**src/design/kvd_pkg.sv**
```systemverilog
// Shared types and codes for the keyed tableau Vigenere decrypt unit.
// No dependencies; the top level, kvd_search and kvd_chk import this package.
`default_nettype none

package kvd_pkg;

	localparam int CHAR_W = 8;

	typedef enum logic [1:0] {
		FUNC_TAB  = 2'd0,
		FUNC_KEY  = 2'd1,
		FUNC_DEC  = 2'd2,
		FUNC_NONE = 2'd3
	} func_t;

	// start of one tableau search, with the key and cipher characters
	typedef struct packed {
		logic              start;
		logic [CHAR_W-1:0] kc;
		logic [CHAR_W-1:0] ch;
	} kvd_req_t;

	// search status and finished result
	typedef struct packed {
		logic              busy;
		logic              done;
		logic [CHAR_W-1:0] plain;
		logic              hit;
	} kvd_stat_t;

endpackage

`default_nettype wire

```
**src/design/kvd_search.sv**
```systemverilog
// Tableau search sequencer: scans row heads, then the matching row, then
// reads the first-row byte of the matching column. Uses kvd_pkg types.
`default_nettype none

module kvd_search #(
	parameter int ALPHABET_SIZE = 26,
	localparam int TDEPTH = ALPHABET_SIZE * ALPHABET_SIZE,
	localparam int TAW = $clog2(TDEPTH)
) (
	input  wire logic                        clk,
	input  wire logic                        arst_n,
	input  wire kvd_pkg::kvd_req_t           req,
	input  wire logic                        take,
	output logic                             tab_re,
	output logic      [TAW-1:0]              tab_raddr,
	input  wire logic [kvd_pkg::CHAR_W-1:0]  tab_rdata,
	output kvd_pkg::kvd_stat_t               stat
);
	import kvd_pkg::*;

	localparam int CW = $clog2(ALPHABET_SIZE + 1);
	localparam logic [CW-1:0] CNT_END  = CW'(ALPHABET_SIZE);
	localparam logic [CW-1:0] CNT_LAST = CW'(ALPHABET_SIZE - 1);
	localparam logic [TAW-1:0] ROW_STEP = TAW'(ALPHABET_SIZE);

	typedef enum logic [5:0] {
		S_IDLE = 6'b000001,
		S_ROW  = 6'b000010,
		S_COL  = 6'b000100,
		S_HEAD = 6'b001000,
		S_PLN  = 6'b010000,
		S_DONE = 6'b100000
	} state_t;

	state_t            state_q;
	logic [CHAR_W-1:0] kc_q;
	logic [CHAR_W-1:0] ch_q;
	logic [CW-1:0]     iss_cnt_q;
	logic [TAW-1:0]    iss_addr_q;
	logic              rd_vld_s1;
	logic [CW-1:0]     rd_cnt_s1;
	logic [TAW-1:0]    rd_addr_s1;
	logic [CHAR_W-1:0] plain_q;
	logic              hit_q;

	logic scanning;
	logic issue;
	logic row_hit;
	logic col_hit;
	logic last_rd;

	assign scanning = (state_q == S_ROW) || (state_q == S_COL);
	assign issue    = scanning && (iss_cnt_q != CNT_END);
	assign row_hit  = (state_q == S_ROW) && rd_vld_s1 && (tab_rdata == kc_q);
	assign col_hit  = (state_q == S_COL) && rd_vld_s1 && (tab_rdata == ch_q);
	assign last_rd  = scanning && rd_vld_s1 && (rd_cnt_s1 == CNT_LAST);

	assign tab_re    = issue || (state_q == S_HEAD);
	assign tab_raddr = iss_addr_q;

	assign stat.busy  = (state_q != S_IDLE);
	assign stat.done  = (state_q == S_DONE);
	assign stat.plain = plain_q;
	assign stat.hit   = hit_q;

	always_ff @(posedge clk or negedge arst_n) begin
		if (!arst_n) begin
			state_q   <= S_IDLE;
			rd_vld_s1 <= 1'b0;
		end else begin
			// drop the read issued in the cycle that leaves a scan
			rd_vld_s1 <= issue && !row_hit && !col_hit && !last_rd;
			case (state_q)
				S_IDLE: begin
					if (req.start) begin
						state_q <= S_ROW;
					end
				end
				S_ROW: begin
					if (row_hit) begin
						state_q <= S_COL;
					end else if (last_rd) begin
						state_q <= S_DONE;
					end
				end
				S_COL: begin
					if (col_hit) begin
						state_q <= S_HEAD;
					end else if (last_rd) begin
						state_q <= S_DONE;
					end
				end
				S_HEAD: state_q <= S_PLN;
				S_PLN:  state_q <= S_DONE;
				S_DONE: begin
					if (take) begin
						state_q <= S_IDLE;
					end
				end
				default: state_q <= S_IDLE;
			endcase
		end
	end

	always_ff @(posedge clk) begin
		rd_cnt_s1  <= iss_cnt_q;
		rd_addr_s1 <= iss_addr_q;
		if (state_q == S_IDLE && req.start) begin
			kc_q       <= req.kc;
			ch_q       <= req.ch;
			iss_cnt_q  <= '0;
			iss_addr_q <= '0;
			plain_q    <= '0;
			hit_q      <= 1'b0;
		end else if (row_hit) begin
			// restart the scan along the matching row
			iss_cnt_q  <= '0;
			iss_addr_q <= rd_addr_s1;
		end else if (col_hit) begin
			iss_addr_q <= TAW'(rd_cnt_s1);
		end else if (issue) begin
			iss_cnt_q  <= iss_cnt_q + 1'b1;
			iss_addr_q <= iss_addr_q + ((state_q == S_ROW) ? ROW_STEP : TAW'(1));
		end
		if (state_q == S_PLN) begin
			plain_q <= tab_rdata;
			hit_q   <= 1'b1;
		end
	end

endmodule

`default_nettype wire

```
**config.mk**
```make
export PLATFORM = sky130hd
export DESIGN_NAME = kvd_search
export DESIGN_NICKNAME = d
export VERILOG_FILES = /design/src/design/kvd_pkg.sv /design/src/design/kvd_search.sv
export SDC_FILE = /design/constraint.sdc
export NUM_CORES = 1
export LEC_CHECK = 0
export ABC_CLOCK_PERIOD_IN_PS = 5400
export BUFFER_PORTS_ARGS = -buffer_cell sky130_fd_sc_hd__clkbuf_2
export CAP_MARGIN = 10
export CORE_UTILIZATION = 49
export DETAILED_ROUTE_END_ITERATION = 10
export PLACE_DENSITY = 0.72
export SETUP_SLACK_MARGIN = 0.3
export SLEW_MARGIN = 20
export SYNTH_ARGS = -nofsm -noshare
export SYNTH_HDL_FRONTEND = slang
export SYNTH_SLANG_ARGS = --single-unit
```
**constraint.sdc**
```tcl
create_clock -name clk -period 5.4 [get_ports clk]
set_input_delay 0 -clock clk [delete_from_list [all_inputs] [get_ports clk]]
set_output_delay 0 -clock clk [all_outputs]
set_load 0.02 [all_outputs]
```
==> impl_metrics.yaml, run 1 <==
die:
  die_w_um: 77.16
  start_util_pct: 52.52
  num_rows: 26
  boundaryPins: 50
  core_area_mm2: 0.005270
  die_area_mm2: 0.005953
  die_h_um: 77.16
cells_and_area:
  nets: 363
  final_cell_mix: "clkbuf_2 (49), dfxtp_1 (31), nand2_1 (25)"
  final_cells: 403
  drive_above_1_share_pct: 24.02
  final_common_cell: "clkbuf_2"
  fill_cells: 415
  syn_to_final_growth_pct: 25.63
  diodes: 0
routing:
  top_layer: "met4"
  wl_mm: 5.872
  wl_per_cell_um: 14.57
  wl_met3_um: 342
  drc: 0
  wl_met1_mm: 2.584
  ant_nets: 0
  routed-via-count: 2097
  via_per_inst: 5.203
  dr.pass1.iters: 4
  drt_iter0_drc: 117
  dr_wl_met2_mm: 2.806
sta:
  whs_ns: 0.02035
  worstMarginPinSlew_ns: 1.016
  hold_viol: 0
  setup_viol: 0
  post-route-min-period_ns: 3.059
  rsz0062_at_grt: "false"
  tns_ns: 0
  skew_ns: 0.008576
  fmax_mhz: 326.9
  fin_crit_sh_pct: 56.64
  maxSlewViolCount: 0
  relSlewSlack_pct: 31.61
synth:
  synth_seq_cells: 62
  synth_cell_type_count: 48
  synth_enable_flop_cells: 24
  synthFlopType: "dfxtp_1"
  ys_async_sr_fraction_pct: 11.29
  syn_inst: 252
  ys_warn_count: 0
  syn_area_mm2: 0.002768
  syn_avg_cell_area_um2: 10.98
  syn_nets: 287
  yosysSeqAreaShare_pct: 54.84
clock_tree:
  clock_latency_ns: 0.34
  cts_tree: "built"
  cts_made_buffers: 9
  htreeDepth: 3
  cts.clk_slew.worst_paths_ns: 0.07
  clkSinkCount: 62
  ctsResizeCount: 0
  clockBufferDepth: 2
  root_buffer: "clkbuf_8"
setup_path:
  cp-startpoint: "state_q[2]"
  worstSetupStartpointType: "flip-flop"
  r2r-end: "tab_raddr[4]"
  crit_fanout: 11
  rrSetupSlack_ns: 2.34
  arrival_ns: 3.27
  cp_data_required_time_ns: 5.62
  criticalPathCategory: "flip-flop to flip-flop"
  crit_end: "tab_raddr[4]"
  reg2reg_from: "state_q[2]"
  endpoint_kind: "flip-flop"
  r2r_cells: 10
place:
  placed_cells_incl_taps: 363
  dp_hpwl_mm: 3.957
  port_buffers: 49
  globalplace.congestion: 0.8445
power_and_ir_drop:
  power_density_mw_per_mm2: 417.5
  p_leak_nw: 1.407
  finalPower_w: 0.001452
  vdd_ir_drop_max_v: 0.0002219
grt:
  grt_remaining_overflow: 0
  grt_first_pass_wirelength_mm: 9.653
  grt_max_degree: 19
  grt_use_total_pct: 21.44
  antenna_found_initial: 0
  grt_pass1_vias: 1994
flow_run:
  cap_violations: 0
outcome:
  status: "finished, final reports clean"
hold_path:
  hp-class: "input port to flip-flop"
synthesized netlist by cell type (2+ instances only):
master | instances | area, um2
o21ai_0 | 4 | 20.02
dfxtp_1 | 31 | 620.6
or2_2 | 2 | 12.51
a21oi_2 | 5 | 43.79
o21ai_1 | 6 | 30.03
buf_2 | 3 | 15.01
nand3b_1 | 3 | 22.52
dfrtp_1 | 6 | 150.1
buf_4 | 4 | 30.03
nor4_2 | 2 | 25.02
nor3_1 | 3 | 15.01
nor4_1 | 2 | 12.51
o211ai_1 | 2 | 15.01
nand3_1 | 10 | 50.05
or3_1 | 3 | 18.77
xor2_1 | 3 | 26.28
nor2_1 | 13 | 48.80
nand4b_1 | 3 | 26.28
nand4_1 | 6 | 37.54
or4_1 | 4 | 30.03
nand2_1 | 25 | 93.84
ha_1 | 6 | 75.07
and3_1 | 3 | 18.77
edfxtp_1 | 24 | 720.7
xnor2_1 | 24 | 210.2
inv_1 | 10 | 37.54
and2_1 | 11 | 68.82
a21oi_1 | 9 | 45.04
a211oi_1 | 3 | 22.52
o22ai_1 | 4 | 25.02
per-stage QoR:
step / utilization, % / setup slack [ns] / instance area, um2
after floorplan: - / 2.780 / 2768
after detailed placement: 57.83 / 2.401 / 3048
after global routing: 65.98 / 2.086 / 3477
after CTS: 65.98 / 2.380 / 3477
final: 65.98 / 2.341 / 3477
after global placement: 57.83 / 2.526 / 3048
routing by layer:
| metal | vias to the layer above | track usage (%) |
|---|---|---|
| met5 | - | 0 |
| met4 | 0 | 10.00 |
| met3 | 16 | 5.357 |
| met2 | 65 | 33.81 |
| met1 | 971 | 27.54 |
| li1 | 1045 | - |
worst max-delay path, stage by stage (launching register included):
cell and delay, ns:
dfrtp_1 0.52, nor4_1 0.39, nand3b_1 0.29, ha_1 0.31, fa_1 0.42, a31o_2 0.28, or2_2 0.27, nand3_1 0.08
nor2_1 0.04, a211oi_1 0.21, o22ai_1 0.13
power breakdown:
part | switching (W) | internal [W]
logic | 0.000236 | 0.000163
registers | 0.0000699 | 0.000596
clock network | 0.000178 | 0.000209
what timing repair did:
item	in CTS	in global routing
hold buffers	24	0
setup buffers	0	0
endpoints found under the hold margin	29	0
registers in the layout (all words and copies together), names as in the netlist:
name	count
rd_addr_s1	10
tab_raddr	10
ch_q	8
kc_q	8
plain_q	8
state_q	6
iss_cnt_q	5
rd_cnt_s1	5
hit_q	1
rd_vld_s1	1
worst min-delay path by stage:
| stage | endpoint | slack (ns) | from | depth (start not counted) |
|---|---|---|---|---|
| 2_1_floorplan | rd_vld_s1 | -0.30 | arst_n | 0 |
| 3_3_place_gp | state_q[4] | -0.15 | arst_n | 1 |
| 3_5_place_dp | state_q[2] | -0.15 | arst_n | 1 |
| 4_1_cts | plain_q[5] | 0.007 | tab_rdata[5] | 2 |
| 5_1_grt | plain_q[1] | 0.04 | tab_rdata[1] | 2 |
| 6_report | plain_q[5] | 0.02 | tab_rdata[5] | 2 |
layout make-up:
| type | count | area (um2) | area share [%] |
|---|---|---|---|
| clock buffers | 9 | 123.9 | 3.562 |
| clock inverters | 7 | 65.06 | 1.871 |
| inverters | 10 | 37.54 | 1.080 |
| multi-input cells | 171 | 1152 | 33.14 |
| flip-flops and latches | 62 | 1518 | 43.65 |
| well taps | 70 | 87.58 | 2.519 |
| repair buffers | 74 | 493.0 | 14.18 |
logic make-up (layout without fill, tap and decap cells):
kind of cell / Yosys count / count (layout) / share of synthesized area, %
buffers and inverters: 19 / 100 / 3.526
AO/OA/AOI/OAI: 37 / 37 / 8.951
flip-flops: 62 / 62 / 54.84
AND/OR/NAND/NOR: 99 / 99 / 20.30
adder cells (fa/ha/maj): 7 / 7 / 3.436
multiplexers: 1 / 1 / 0.4068
XOR/XNOR: 27 / 27 / 8.544
Power figures use the tool's default switching activity.
==> run 2: changes to the inputs <==
- ABC_AREA: unset -> 1
- ABC_CLOCK_PERIOD_IN_PS: 5400 -> 2700
- PLACE_DENSITY: 0.72 -> 0.73
- clock period: 5.4 -> 2.7 ns (I/O delays scaled with it)
==> run 2 against run 1 <==
  * Sequential share of layout area is 5.3 points lower
  * Setup slack worse by 1.9 ns
  * Largest power group unchanged
  * Non-clock buffer count is 3 lower
  * Highest routed layer unchanged
  * Maximum frequency is 35% higher
  * Clock skew is 0.0018 ns lower
  * Largest cell class unchanged
==> impl_metrics.yaml, run 2 <==
die:
  die_h_um: 83.18
  num_rows: 29
  boundaryPins: 50
  core_area_mm2: 0.006350
  die_area_mm2: 0.006919
  die_w_um: 83.18
  start_util_pct: 50.86
clock_tree:
  htreeDepth: 3
  clkSinkCount: 62
  root_buffer: "clkbuf_8"
  cts.clk_slew.worst_paths_ns: 0.07
  cts_made_buffers: 9
  cts_tree: "built"
  clockBufferDepth: 2
  clock_latency_ns: 0.35
grt:
  grt_first_pass_wirelength_mm: 12.03
  grt_pass1_vias: 2653
  grt_max_degree: 22
  use_met1_pct: 27.63
  grt_use_total_pct: 22.21
  grt_remaining_overflow: 0
  top_usage_layer: "met2"
  grtUsageMet3_pct: 4.473
  gr-usage-met2_pct: 36.21
  antenna_found_initial: 0
place:
  port_buffers: 49
  globalplace.congestion: 0.8516
  dp_hpwl_mm: 5.124
sta:
  maxSlewViolCount: 0
  fin_crit_sh_pct: 83.67
  setup_viol: 0
  skew_ns: 0.006788
  rsz0062_at_grt: "false"
  hold_viol: 0
  post-route-min-period_ns: 2.259
  fmax_mhz: 442.6
  worstMarginPinSlew_ns: 0.3884
  tns_ns: 0
  relSlewSlack_pct: 74.08
routing:
  via_per_inst: 5.086
  wl_per_cell_um: 12.90
  dr.pass1.iters: 4
  drt_iter0_drc: 137
  ant_nets: 0
  drc: 0
  wl_mm: 7.198
  routed-via-count: 2838
flow_run:
  cap_violations: 0
synth:
  synth_enable_flop_cells: 24
  yosysTopAreaCell: "edfxtp_1"
  syn_area_mm2: 0.003229
  synth_seq_cells: 62
  synth_cell_type_count: 38
  synth_most_common_cell: "nand2_1"
  syn_inst: 398
  synthFlopType: "dfxtp_1"
  yosysSeqAreaShare_pct: 47.00
  synth.top_cells.by_count: "nand2_1 (99), inv_1 (53), nand3_1 (47)"
  ys_async_sr_fraction_pct: 11.29
  synth_top_area_share_pct: 22.32
  yosys-top-cells-area: "edfxtp_1 (22%), dfxtp_1 (19%), nand2_1 (12%)"
  syn_nets: 433
  syn_avg_cell_area_um2: 8.114
  ys_warn_count: 0
setup_path:
  crit_fanout: 6
  endpoint_kind: "flip-flop"
  criticalPathCategory: "flip-flop to flip-flop"
  cp_data_required_time_ns: 2.99
  worstSetupStartpointType: "flip-flop"
  arrival_ns: 2.55
  r2r_cells: 14
cells_and_area:
  syn_to_final_growth_pct: 22.67
  drive_above_1_share_pct: 20.17
  seqCellArea_mm2: 0.001518
  nets: 511
  diodes: 0
  final_common_cell: "nand2_1"
  final_cell_mix: "nand2_1 (99), inv_1 (53), clkbuf_2 (49)"
  multi_input_area_mm2: 0.001474
  utilization_pct: 62.38
  fill_cells: 546
power_and_ir_drop:
  power_density_mw_per_mm2: 832.5
  vdd_ir_drop_max_v: 0.0006553
  p_leak_nw: 1.923
  finalPower_w: 0.003298
hold_path:
  hp-class: "input port to asynchronous set/reset pin"
outcome:
  status: "finished, final reports clean"
run 2: path summary, 6_finish.rpt:
check                           slack (ns)    startpoint      endpoint
worst max-delay path                  0.44    state_q[3]  tab_raddr[6]
worst min-delay path                  0.03        arst_n     rd_vld_s1
worst max register to register        0.44    state_q[3]  tab_raddr[6]
worst min register to register        0.39  iss_cnt_q[3]  rd_cnt_s1[3]
max in group asynchronous             2.42        arst_n    state_q[0]
min in group clk                      0.03  tab_rdata[1]    state_q[3]
run 2: per-layer routing:
metal  wire length, um  share of wire [%]  up-vias
li1                  -                  -     1438
met1              3252                 45     1303
met2              3436                 48       77
met3               321                4.5       20
met4               188                2.6        0
met5                 0                  0        -
run 2: final cells by class:
type / instances / share of cell area [%]
clock buffers: 12 / 3.917
flip-flops and latches: 62 / 38.31
multi-input cells: 275 / 37.21
repair buffers: 71 / 11.56
well taps: 77 / 2.432
clock inverters: 4 / 1.137
inverters: 57 / 5.433
run 2: cell families after synthesis:
family	synth area share, %
XOR/XNOR	2.984
buffers and inverters	7.516
AO/OA/AOI/OAI	3.642
AND/OR/NAND/NOR	35.92
adder cells (fa/ha/maj)	2.945
flip-flops	47.00
run 2: critical path, cell delays in order (launching register included):
cell and delay, ns:
dfrtp_1 0.45, nor2_4 0.19, nand3_4 0.14, ha_1 0.23, fa_1 0.41, nand3_1 0.10, nand2_1 0.08, nand2_1 0.08
nand2_1 0.08, nand2_1 0.07, nand2_1 0.04, nand3b_1 0.15, nand2_1 0.07, nor2_1 0.03, nor2_1 0.07
run 2: what timing repair did:
item                                   in CTS  in global routing
hold buffers                               19                  0
setup buffers                               0                  1
resized for setup                           0                  0
setup endpoints to repair                   0                  2
endpoints found under the hold margin      25                  0
run 2: where the power goes:
part           switching (W)  internal (W)  leakage [nW]
Sequential          0.000170       0.00124         0.575
Combinational       0.000681      0.000382          1.24
Clock               0.000355      0.000472         0.106
run 2: per-stage QoR:
stage	hold WS [ns]	std cells	setup slack [ns]	cell area (um2)
finish	0.02874	558	0.4408	3961
global route	0.04824	558	0.3017	3961
global placement	-0.1503	522	0.5174	3563
detailed placement	-0.1452	522	0.4575	3563
floorplan	-0.2956	398	0.4640	3234
CTS	0.007119	557	0.4416	3954
