`config.mk`:
```
export PLATFORM = sky130hd
export DESIGN_NAME = kvd_ram
export DESIGN_NICKNAME = d
export VERILOG_FILES = /design/src/design/kvd_ram.sv
export SDC_FILE = /design/constraint.sdc
export NUM_CORES = 1
export LEC_CHECK = 0
export ABC_CLOCK_PERIOD_IN_PS = 3980
export BUFFER_PORTS_ARGS = -buffer_cell sky130_fd_sc_hd__clkbuf_2
export CAP_MARGIN = 20
export CORE_ASPECT_RATIO = 1.75
export CORE_MARGIN = 1
export CORE_UTILIZATION = 45
export CTS_CLUSTER_SIZE = 14
export DETAILED_ROUTE_END_ITERATION = 16
export GPL_TIMING_DRIVEN = 0
export HOLD_SLACK_MARGIN = 0.08
export SETUP_SLACK_MARGIN = 0.05
export SLEW_MARGIN = 20
export SYNTH_ARGS = -nofsm -noshare
export SYNTH_HDL_FRONTEND = slang
export SYNTH_SLANG_ARGS = --single-unit
```
`constraint.sdc`:
```
create_clock -name clk -period 3.98 [get_ports clk]
set_input_delay 0.597 -clock clk [delete_from_list [all_inputs] [get_ports clk]]
set_output_delay 0.597 -clock clk [all_outputs]
set_load 0.05 [all_outputs]
```
`src/design/kvd_ram.sv`:
```
// Generic simple dual-port RAM: one write port, one read port, registered read.
// Standalone; no package dependencies.
`default_nettype none

module kvd_ram #(
	parameter int WIDTH = 8,
	parameter int DEPTH = 64,
	localparam int AW = (DEPTH > 1) ? $clog2(DEPTH) : 1
) (
	input  wire logic             clk,
	input  wire logic             we,
	input  wire logic [AW-1:0]    waddr,
	input  wire logic [WIDTH-1:0] wdata,
	input  wire logic             re,
	input  wire logic [AW-1:0]    raddr,
	output logic      [WIDTH-1:0] rdata
);

	logic [WIDTH-1:0] mem [DEPTH];

	always_ff @(posedge clk) begin
		if (we) begin
			mem[waddr] <= wdata;
		end
		if (re) begin
			rdata <= mem[raddr];
		end
	end

endmodule

`default_nettype wire

```
==> results.json, run 1 <==
{
  "run_status": "complete, no violations",
  "nFillCells": 3490,
  "pwr_density_cell_nw_per_um2": 478,
  "grt_max_degree": 65,
  "synth_top_family_by_area": "multiplexers",
  "first_global_vias": 10071,
  "synth_nets": 963,
  "actual_transition_at_the_worst_max_transition_pin_ps": 1030,
  "combPwrFrac_pct": 6.0,
  "initial_antenna_violation_count": 0,
  "finalHoldViolCount": 0,
  "synth_mux_area_share_pct": 15.9,
  "n_antenna_cell": 0,
  "finish.net_count": 1032,
  "first_pass_detailed_route_iteration_total": 5,
  "floorplan.initialDensity_pct": 45.7,
  "synth_cells": 940,
  "timing.fmax_mhz": 328,
  "cts_tree": "built",
  "layout-drive-gt1-share_pct": 23.6,
  "synth_xor_xnor_area_share_pct": 0,
  "detailedRoute.firstIterationViolations": 1077,
  "ctsLongestPathBuffers": 3,
  "synth_seq_area_share_pct": 77.1,
  "clock-sinks": 520,
  "critical_path_rt_ps": 4250,
  "pwr-share-seq_pct": 56.9,
  "die_area_um2": 45900,
  "clock_skew_ps": 12.8,
  "synth-compound-area-share_pct": 2.06,
  "h-tree-depth": 2,
  "totalWireLength_um": 49800,
  "count_of_unique_library_cells_instantiated_by_yosys": 39,
  "yosysWarningCount": 0,
  "drv.max_cap_violation_count": 0,
  "swShare_pct": 21.3,
  "critical_path.endpoint_type": "flip-flop",
  "detail_route.drc_violations": 0,
  "final.period_utilization_pct": 76.7,
  "flow.area_growth_from_synthesis_pct": 10.4,
  "highest_count_cells_in_the_layout_ignoring_fill_and_taps": "520 x edfxtp_1, 126 x mux4_2, 83 x nor2_1",
  "grt_remaining_overflow": 0,
  "die_x_extent_um": 162,
  "cp_max_fo": 10,
  "gp_congestion": 0.919,
  "rsz0062_at_grt": "no",
  "io-pin-count": 31,
  "vdd_drop_max_mv": 0.300,
  "hold_class": "in2reg",
  "post_cts.resized_instances": 0,
  "postCtsSetupRepairBufs": 0,
  "number_of_cts_inserted_buffers": 45,
  "mappedNetlistArea_um2": 20200,
  "p_leak_uw": 0.00684,
  "report.final.slew_viol_count": 0,
  "critical_path_class": "in2reg",
  "finalWorstPathRequiredPeriod_ps": 3050,
  "totalNegativeSetupSlack_ps": 0,
  "vertical_die_dimension_um": 283,
  "total_vias_in_the_final_route": 9569,
  "via_per_inst": 5.97,
  "layout_commonest_cell": "edfxtp_1",
  "path_clk_slew_ps": 60,
  "final_setup_vio_count": 0,
  "synthSimpleGateAreaFrac_pct": 3.37,
  "utilization_pct": 50.5,
  "clock_tree_root": "clkbuf_16",
  "net_sw_power_uw": 2280,
  "antenna_violating_nets_post_route": 0,
  "cts_hold_repair.buffers": 0,
  "timing.critical_path.arrival_ps": 3320,
  "slew_headroom_pct": 31.1,
  "portBuffers": 22,
  "ys_ff_latch": 520,
  "place_hpwl_um": 33500,
  "worstSkewPairLatency_ps": 560,
  "placeableCoreArea_um2": 44300,
  "gr-usage-all-layers_pct": 22.5,
  "grt_pass1_wl_um": 70500,
  "synth-adder-area-share_pct": 0,
  "avgRoutedWirePerCell_um": 31.0,
  "std_cell_rows": 102,
  "share_clk_of_total_power_pct": 37.1,
  "timing.critical_path.from_type": "input port",
  "mean_instance_size_in_the_synthesized_netlist_um2": 21.5,
  "p_int_uw": 8410
}
==> per-layer routing <==
| metal | vias to the layer above | GRT usage (%) | wire length, um |
|---|---|---|---|
| met5 | - | 0 | 0 |
| met4 | 0 | 12.6 | 2870 |
| met3 | 115 | 2.86 | 2500 |
| met2 | 342 | 42.1 | 27700 |
| met1 | 5059 | 24.3 | 16700 |
| li1 | 4053 | - | - |
==> worst paths after layout <==
check / start / to / slack [ps] / depth (start not counted)
worst max-delay path: raddr[1] / rdata[7] / 930 / 9
worst min-delay path: re / rdata[1] / 390 / 1
worst max register to register: mem[29][6] / rdata[6] / 1750 / 5
worst min register to register: mem[4][7] / rdata[7] / 980 / 4
==> layout make-up <==
type | instances | area, um2 | area share (%)
flip-flops and latches | 520 | 15600 | 69.9
multi-input cells | 369 | 4330 | 19.4
clock buffers | 60 | 1180 | 5.29
well taps | 572 | 716 | 3.20
plain buffers | 51 | 317 | 1.42
repair buffers | 22 | 130 | 0.582
clock inverters | 10 | 67.6 | 0.302
==> cells in the mapped netlist <==
library cell | number | area share, %
a2111oi_0 | 2 | 0.087
a211oi_1 | 4 | 0.15
a21oi_1 | 3 | 0.074
a221oi_1 | 6 | 0.26
a22oi_1 | 3 | 0.11
a31oi_1 | 1 | 0.031
and2_1 | 1 | 0.031
buf_1 | 4 | 0.074
buf_12 | 2 | 0.20
buf_2 | 11 | 0.27
buf_4 | 13 | 0.48
buf_6 | 4 | 0.22
clkbuf_1 | 17 | 0.32
edfxtp_1 | 520 | 77
mux2_2 | 13 | 0.72
mux2i_1 | 23 | 1.1
mux4_2 | 126 | 14
nand2_1 | 19 | 0.35
nand2b_1 | 7 | 0.22
nand3_1 | 13 | 0.32
nand3b_1 | 3 | 0.11
nand4_1 | 2 | 0.062
nand4b_1 | 1 | 0.043
nor2_1 | 83 | 1.5
nor2b_1 | 14 | 0.43
nor3_1 | 7 | 0.17
nor4_1 | 2 | 0.062
o2111ai_1 | 3 | 0.13
o21a_1 | 2 | 0.074
o21ai_0 | 2 | 0.049
o21ai_1 | 2 | 0.049
o221a_2 | 2 | 0.11
o221ai_1 | 8 | 0.35
o22ai_1 | 8 | 0.25
o2bb2ai_1 | 3 | 0.13
o311ai_1 | 1 | 0.043
o32ai_1 | 2 | 0.087
o41ai_1 | 2 | 0.087
or3_1 | 1 | 0.031
==> critical path: stages <==
cell and delay [ps]:
buf_4 180, buf_2 500, buf_4 370, buf_2 440, mux4_2 400, mux2i_1 330
a21oi_1 110, o21ai_0 200, nand2_1 150
==> state kept, by name, indices dropped and copies added, names as in the netlist <==
signal	flops
rdata	8
mem	512
==> through the flow <==
step	area (um2)	hold slack (ps)	total power, uW	instances	setup WS, ps
global route	22400	416	10900	1604	985
finish	22400	391	10700	1604	928
global placement	21100	949	6830	1534	460
detailed placement	21100	966	6850	1534	415
CTS	22400	392	10700	1604	991
floorplan	20200	696	6550	940	1580
==> power groups by stage <==
| stage | combinational [uW] | clock, uW | sequential (uW) |
|---|---|---|---|
| floorplan | 323 | 0 | 6220 |
| global placement | 631 | 0 | 6200 |
| detailed placement | 643 | 0 | 6200 |
| CTS | 644 | 4020 | 6080 |
| global route | 664 | 4200 | 6080 |
| finish | 638 | 3970 | 6080 |
==> cell families (layout without fill, tap and decap cells) <==
| logic type | after synthesis | in the layout |
|---|---|---|
| compound gates | 54 | 54 |
| simple gates | 153 | 153 |
| flops | 520 | 520 |
| buf+inv | 51 | 143 |
| mux | 162 | 162 |
No activity file was read; power rests on OpenSTA's default activity.
==> run 2: changes to the inputs <==
--- a/config.mk
+++ b/config.mk
@@ -5,7 +5,7 @@
 export SDC_FILE = /design/constraint.sdc
 export NUM_CORES = 1
 export LEC_CHECK = 0
-export ABC_CLOCK_PERIOD_IN_PS = 3980
+export ABC_CLOCK_PERIOD_IN_PS = 2670
 export BUFFER_PORTS_ARGS = -buffer_cell sky130_fd_sc_hd__clkbuf_2
 export CAP_MARGIN = 20
 export CORE_ASPECT_RATIO = 1.75
==> constraint.sdc (replaced) <==
create_clock -name clk -period 2.67 [get_ports clk]
set_input_delay 0.4005 -clock clk [delete_from_list [all_inputs] [get_ports clk]]
set_output_delay 0.4005 -clock clk [all_outputs]
set_load 0.05 [all_outputs]
==> run 2 against run 1 <==
Net effect: sequential power increased by 49%; cell count hardly changed; worst setup slack got worse by 890 ps; power grew 49%; clock power is 49% higher; register-to-register slack lost 1300 ps; critical path depth unchanged; design area hardly changed; utilization barely moved; first-iteration DRC count decreased by 5.7%; routed wire length is essentially flat; critical path type unchanged; critical endpoint unchanged; highest routed layer unchanged.
==> results.json, run 2 (same netlist as run 1, synthesis figures left out) <==
{
  "die_x_extent_um": 162,
  "hold_class": "in2reg",
  "cts_hold_repair.buffers": 0,
  "timing.critical_path.arrival_ps": 2910,
  "finish.net_count": 1031,
  "actual_transition_at_the_worst_max_transition_pin_ps": 1000,
  "timing.fmax_mhz": 380,
  "std_cell_rows": 102,
  "layout-drive-gt1-share_pct": 23.9,
  "final.period_utilization_pct": 98.7,
  "critical_path_class": "in2reg",
  "portBuffers": 22,
  "flip_flop_count_of_the_largest_register_all_copies_and_words_added": 512,
  "clock_tree_root": "clkbuf_16",
  "flow.area_growth_from_synthesis_pct": 10.4,
  "finalHoldViolCount": 0,
  "detail_route.drc_violations": 0,
  "place_hpwl_um": 33500,
  "detailedRoute.firstIterationViolations": 1016,
  "ctsLongestPathBuffers": 3,
  "vdd_drop_max_mv": 0.446,
  "timing.critical_path.from_type": "input port",
  "drv.max_cap_violation_count": 0,
  "clock_skew_ps": 12.3,
  "dpl-instance-area_um2": 21100,
  "slew_headroom_pct": 32.9,
  "run_status": "complete, no violations",
  "first_pass_detailed_route_iteration_total": 6,
  "via_per_inst": 6.02,
  "rsz0062_at_grt": "no",
  "place_ws_ps": -698,
  "path_clk_slew_ps": 60,
  "floorplan.initialDensity_pct": 45.7,
  "totalWireLength_um": 49800,
  "placeableCoreArea_um2": 44300,
  "cts_tree": "built",
  "final_setup_vio_count": 0,
  "p_leak_uw": 0.00685,
  "n_antenna_cell": 0,
  "cp_max_fo": 10,
  "finalWorstPathRequiredPeriod_ps": 2630,
  "timing.final.ws_setup_ps": 35.6,
  "pwr_density_cell_nw_per_um2": 712,
  "stdcell_area_um2": 22400,
  "nFillCells": 3492,
  "grt_pass1_wl_um": 70600,
  "h-tree-depth": 2,
  "placed_cells": 1534,
  "finish.cell_count_without_fillers": 1603,
  "first_global_vias": 10074,
  "initial_antenna_violation_count": 0,
  "gp_congestion": 0.919,
  "highest_count_cells_in_the_layout_ignoring_fill_and_taps": "520 x edfxtp_1, 126 x mux4_2, 83 x nor2_1",
  "worstSkewPairLatency_ps": 560,
  "critical_path.endpoint_type": "flip-flop",
  "layout_commonest_cell": "edfxtp_1",
  "vertical_die_dimension_um": 283,
  "total_vias_in_the_final_route": 9653,
  "grt_max_degree": 65,
  "postCtsSetupRepairBufs": 0,
  "largest-register": "mem",
  "grt_remaining_overflow": 0,
  "clock-sinks": 520,
  "gr-usage-all-layers_pct": 22.5,
  "avgRoutedWirePerCell_um": 31.1,
  "antenna_violating_nets_post_route": 0,
  "io-pin-count": 31,
  "reg_top3": "mem (512), rdata (8)",
  "number_of_cts_inserted_buffers": 45,
  "die_area_um2": 45900,
  "post_cts.resized_instances": 3,
  "critical_path_rt_ps": 2940,
  "report.final.slew_viol_count": 0
}
run 2: changes by cell type in the layout (fill, tap and decap cells not counted):
cell             before  now
clkbuf_2             14   15
buf_1                 4    2
clkdlybuf4s15_2       0    1
buf_2                11   10
clkbuf_1             32   31
buf_4                13   14
run 2: cell type report:
type                            instances  area (um2)  area share, %
Clock inverter                         10        67.6          0.302
Buffer                                 50         324           1.45
Clock buffer                           60        1180           5.29
Tap cell                              572         716           3.20
Sequential cell                       520       15600           69.8
Timing Repair Buffer                   22         130          0.582
Multi-Input combinational cell        369        4330           19.3
run 2: metal layers:
layer	track usage [%]	wire length [um]
met3	2.86	2630
met1	24.3	16500
met2	42.2	27700
met5	0	0
met4	12.4	2940
run 2: worst paths after layout:
check                                start        to  slack [ps]  cells after the start
worst min register to register   mem[4][7]  rdata[7]         980                      4
worst max register to register  mem[29][6]  rdata[6]         440                      5
worst min-delay path                    re  rdata[0]         200                      1
worst max-delay path              raddr[1]  rdata[7]          40                      9
run 2: report_power, final:
| group | switching, uW | total (uW) | internal (uW) | leakage, uW |
|---|---|---|---|---|
| Sequential | 14.0 | 9070 | 9050 | 0.00469 |
| Combinational | 632 | 951 | 319 | 0.00155 |
| Clock | 2740 | 5910 | 3170 | 0.000608 |
run 2: critical path, stage by stage:
cell     delay [ps]
buf_4           180
buf_4           340
buf_4           330
buf_2           450
mux4_2          400
mux2i_1         320
a21oi_1         110
o21ai_0         190
nand2_1         140
run 2: through the flow:
| step | total power (uW) | setup TNS, ps | util [%] | hold WS, ps |
|---|---|---|---|---|
| final | 15900 | 0 | 50.5 | 197 |
| after CTS | 16000 | 0 | 50.5 | 196 |
| after global routing | 16300 | 0 | 50.5 | 220 |
| after global placement | 10200 | -9020 | 47.6 | 752 |
| after floorplan | 9760 | 0 | - | 499 |
| after detailed placement | 10200 | -13660 | 47.7 | 770 |
==> run 3: changes to the inputs <==
--- a/config.mk
+++ b/config.mk
@@ -9,12 +9,12 @@
 export BUFFER_PORTS_ARGS = -buffer_cell sky130_fd_sc_hd__clkbuf_2
 export CAP_MARGIN = 20
 export CORE_ASPECT_RATIO = 1.75
-export CORE_MARGIN = 1
+export CORE_MARGIN = 2
 export CORE_UTILIZATION = 45
 export CTS_CLUSTER_SIZE = 14
 export DETAILED_ROUTE_END_ITERATION = 16
 export GPL_TIMING_DRIVEN = 0
-export HOLD_SLACK_MARGIN = 0.08
+export HOLD_SLACK_MARGIN = 0.1
 export SETUP_SLACK_MARGIN = 0.05
 export SLEW_MARGIN = 20
 export SYNTH_ARGS = -nofsm -noshare
==> run 3 against run 2 <==
Net effect: fmax grew 1.0%; register-to-register slack is essentially flat; sequential power is essentially flat; sequential share of layout area shrank 0.65 points; utilization grew 0.47 points; critical path type unchanged; via count grew 0.87%; power grew 3.4%; clock skew shrank 2.0 ps; critical endpoint is now rdata[0].
==> results.json, run 3 (same netlist as run 1, synthesis figures left out) <==
{
  "timing.fmax_mhz": 384,
  "die_x_extent_um": 164,
  "floorplan.initialDensity_pct": 45.7,
  "reg_top3": "mem (512), rdata (8)",
  "worstSkewPairLatency_ps": 560,
  "pwr_density_cell_nw_per_um2": 730,
  "report.final.slew_viol_count": 0,
  "drv.max_cap_violation_count": 0,
  "layout-drive-gt1-share_pct": 24.4,
  "n_antenna_cell": 0,
  "timing.critical_path.arrival_ps": 2880,
  "vertical_die_dimension_um": 285,
  "vdd_drop_max_mv": 0.456,
  "combPwrFrac_pct": 5.8,
  "gr-usage-all-layers_pct": 22.1,
  "grt_max_degree": 65,
  "highest_count_cells_in_the_layout_ignoring_fill_and_taps": "520 x edfxtp_1, 126 x mux4_2, 83 x nor2_1",
  "first_global_vias": 10061,
  "clock_skew_ps": 10.3,
  "clock_tree_root": "clkbuf_16",
  "nFillCells": 3440,
  "layout_commonest_cell": "edfxtp_1",
  "die_area_um2": 46800,
  "hold_class": "in2reg",
  "number_of_cts_inserted_buffers": 46,
  "grt_remaining_overflow": 0,
  "finalWorstPathRequiredPeriod_ps": 2610,
  "gp_congestion": 0.895,
  "finish.net_count": 1034,
  "pwr-share-seq_pct": 55.0,
  "final-seq-area_um2": 15600,
  "largest-register": "mem",
  "share_clk_of_total_power_pct": 39.2,
  "flip_flop_count_of_the_largest_register_all_copies_and_words_added": 512,
  "multi_input_area_um2": 4330,
  "place_ws_ps": -610,
  "via_per_inst": 6.03,
  "finalHoldWorstSlack_ps": 201,
  "portBuffers": 22,
  "h-tree-depth": 2,
  "cp_max_fo": 10,
  "placeableCoreArea_um2": 44300,
  "first_pass_detailed_route_iteration_total": 6,
  "avgRoutedWirePerCell_um": 31.1,
  "net_sw_power_uw": 3450,
  "slew_headroom_pct": 30.5,
  "flow.area_growth_from_synthesis_pct": 11.5,
  "totalWireLength_um": 50200,
  "critical_path_class": "in2reg",
  "final.period_utilization_pct": 97.7,
  "path_clk_slew_ps": 70,
  "detailedRoute.firstIterationViolations": 930,
  "grt_pass1_wl_um": 71400,
  "timing.critical_path.from_type": "input port",
  "route.layer.met1.wl_um": 16500,
  "critical_path.endpoint_type": "flip-flop",
  "maxUsedRoutingLayer": "met4",
  "run_status": "complete, no violations",
  "place_hpwl_um": 33900,
  "met2WireLength_um": 28600,
  "clock-sinks": 520,
  "p_leak_uw": 0.00695,
  "actual_transition_at_the_worst_max_transition_pin_ps": 1040,
  "cts_tree": "built",
  "final_setup_vio_count": 0,
  "p_int_uw": 13000,
  "initial_antenna_violation_count": 0,
  "timing.final.ws_setup_ps": 62.6,
  "critical_path_rt_ps": 2950,
  "antenna_violating_nets_post_route": 0,
  "detail_route.drc_violations": 0,
  "utilization_pct": 51.0,
  "rsz0062_at_grt": "yes",
  "total_vias_in_the_final_route": 9737,
  "swShare_pct": 21.0,
  "finalHoldViolCount": 0,
  "std_cell_rows": 102,
  "io-pin-count": 31,
  "wl_met3_um": 2800,
  "ctsLongestPathBuffers": 3
}
-- run 3: power groups by stage --
| stage | Combinational [uW] | Clock (uW) | Sequential (uW) |
|---|---|---|---|
| after floorplan | 482 | 0 | 9280 |
| after global placement | 938 | 0 | 9250 |
| after detailed placement | 959 | 0 | 9240 |
| after CTS | 962 | 6540 | 9070 |
| after global routing | 996 | 6850 | 9070 |
| final | 952 | 6450 | 9070 |
-- run 3: final timing paths --
path	from	end	slack [ps]	depth (start not counted)
max	raddr[4]	rdata[0]	60	7
min	re	rdata[5]	200	1
max reg2reg	mem[24][6]	rdata[6]	440	5
min reg2reg	mem[5][7]	rdata[7]	1010	4
-- run 3: critical path: stages --
cell       delay [ps]
clkbuf_2          210
clkbuf_1          630
clkbuf_1          510
clkbuf_1          470
o2111ai_1         360
nand2_1           170
o2bb2ai_1         120
-- run 3: stage by stage --
| stage | cell area, um2 | setup TNS, ps | cells | power [uW] |
|---|---|---|---|---|
| finish | 22600 | 0 | 1615 | 16500 |
| global route | 22600 | 0 | 1615 | 16900 |
| detailed placement | 21100 | -10220 | 1535 | 10200 |
| floorplan | 20200 | 0 | 940 | 9760 |
| global placement | 21100 | -6670 | 1534 | 10200 |
| CTS | 22600 | 0 | 1615 | 16600 |
-- run 3: area by class of cell --
| cell class | count | area share, % |
|---|---|---|
| repair buffers | 23 | 0.687 |
| plain buffers | 51 | 1.45 |
| clock inverters | 12 | 0.577 |
| clock buffers | 68 | 5.75 |
| well taps | 572 | 3.17 |
| flip-flops and latches | 520 | 69.2 |
| multi-input cells | 369 | 19.2 |
-- run 3: layer usage --
metal | GRT usage (%) | up-vias
met5 | 0 | -
met4 | 9.17 | 0
met3 | 2.70 | 116
met2 | 41.7 | 424
met1 | 24.7 | 5135
li1 | - | 4062
-- run 3: repair_timing --
action | in CTS | in global routing
hold endpoints to repair | 0 | 0
cloned | 0 | 0
hold buffers | 0 | 0
gates resized for setup | 3 | 1
setup buffers | 0 | 0
setup endpoints to repair | 5 | 2
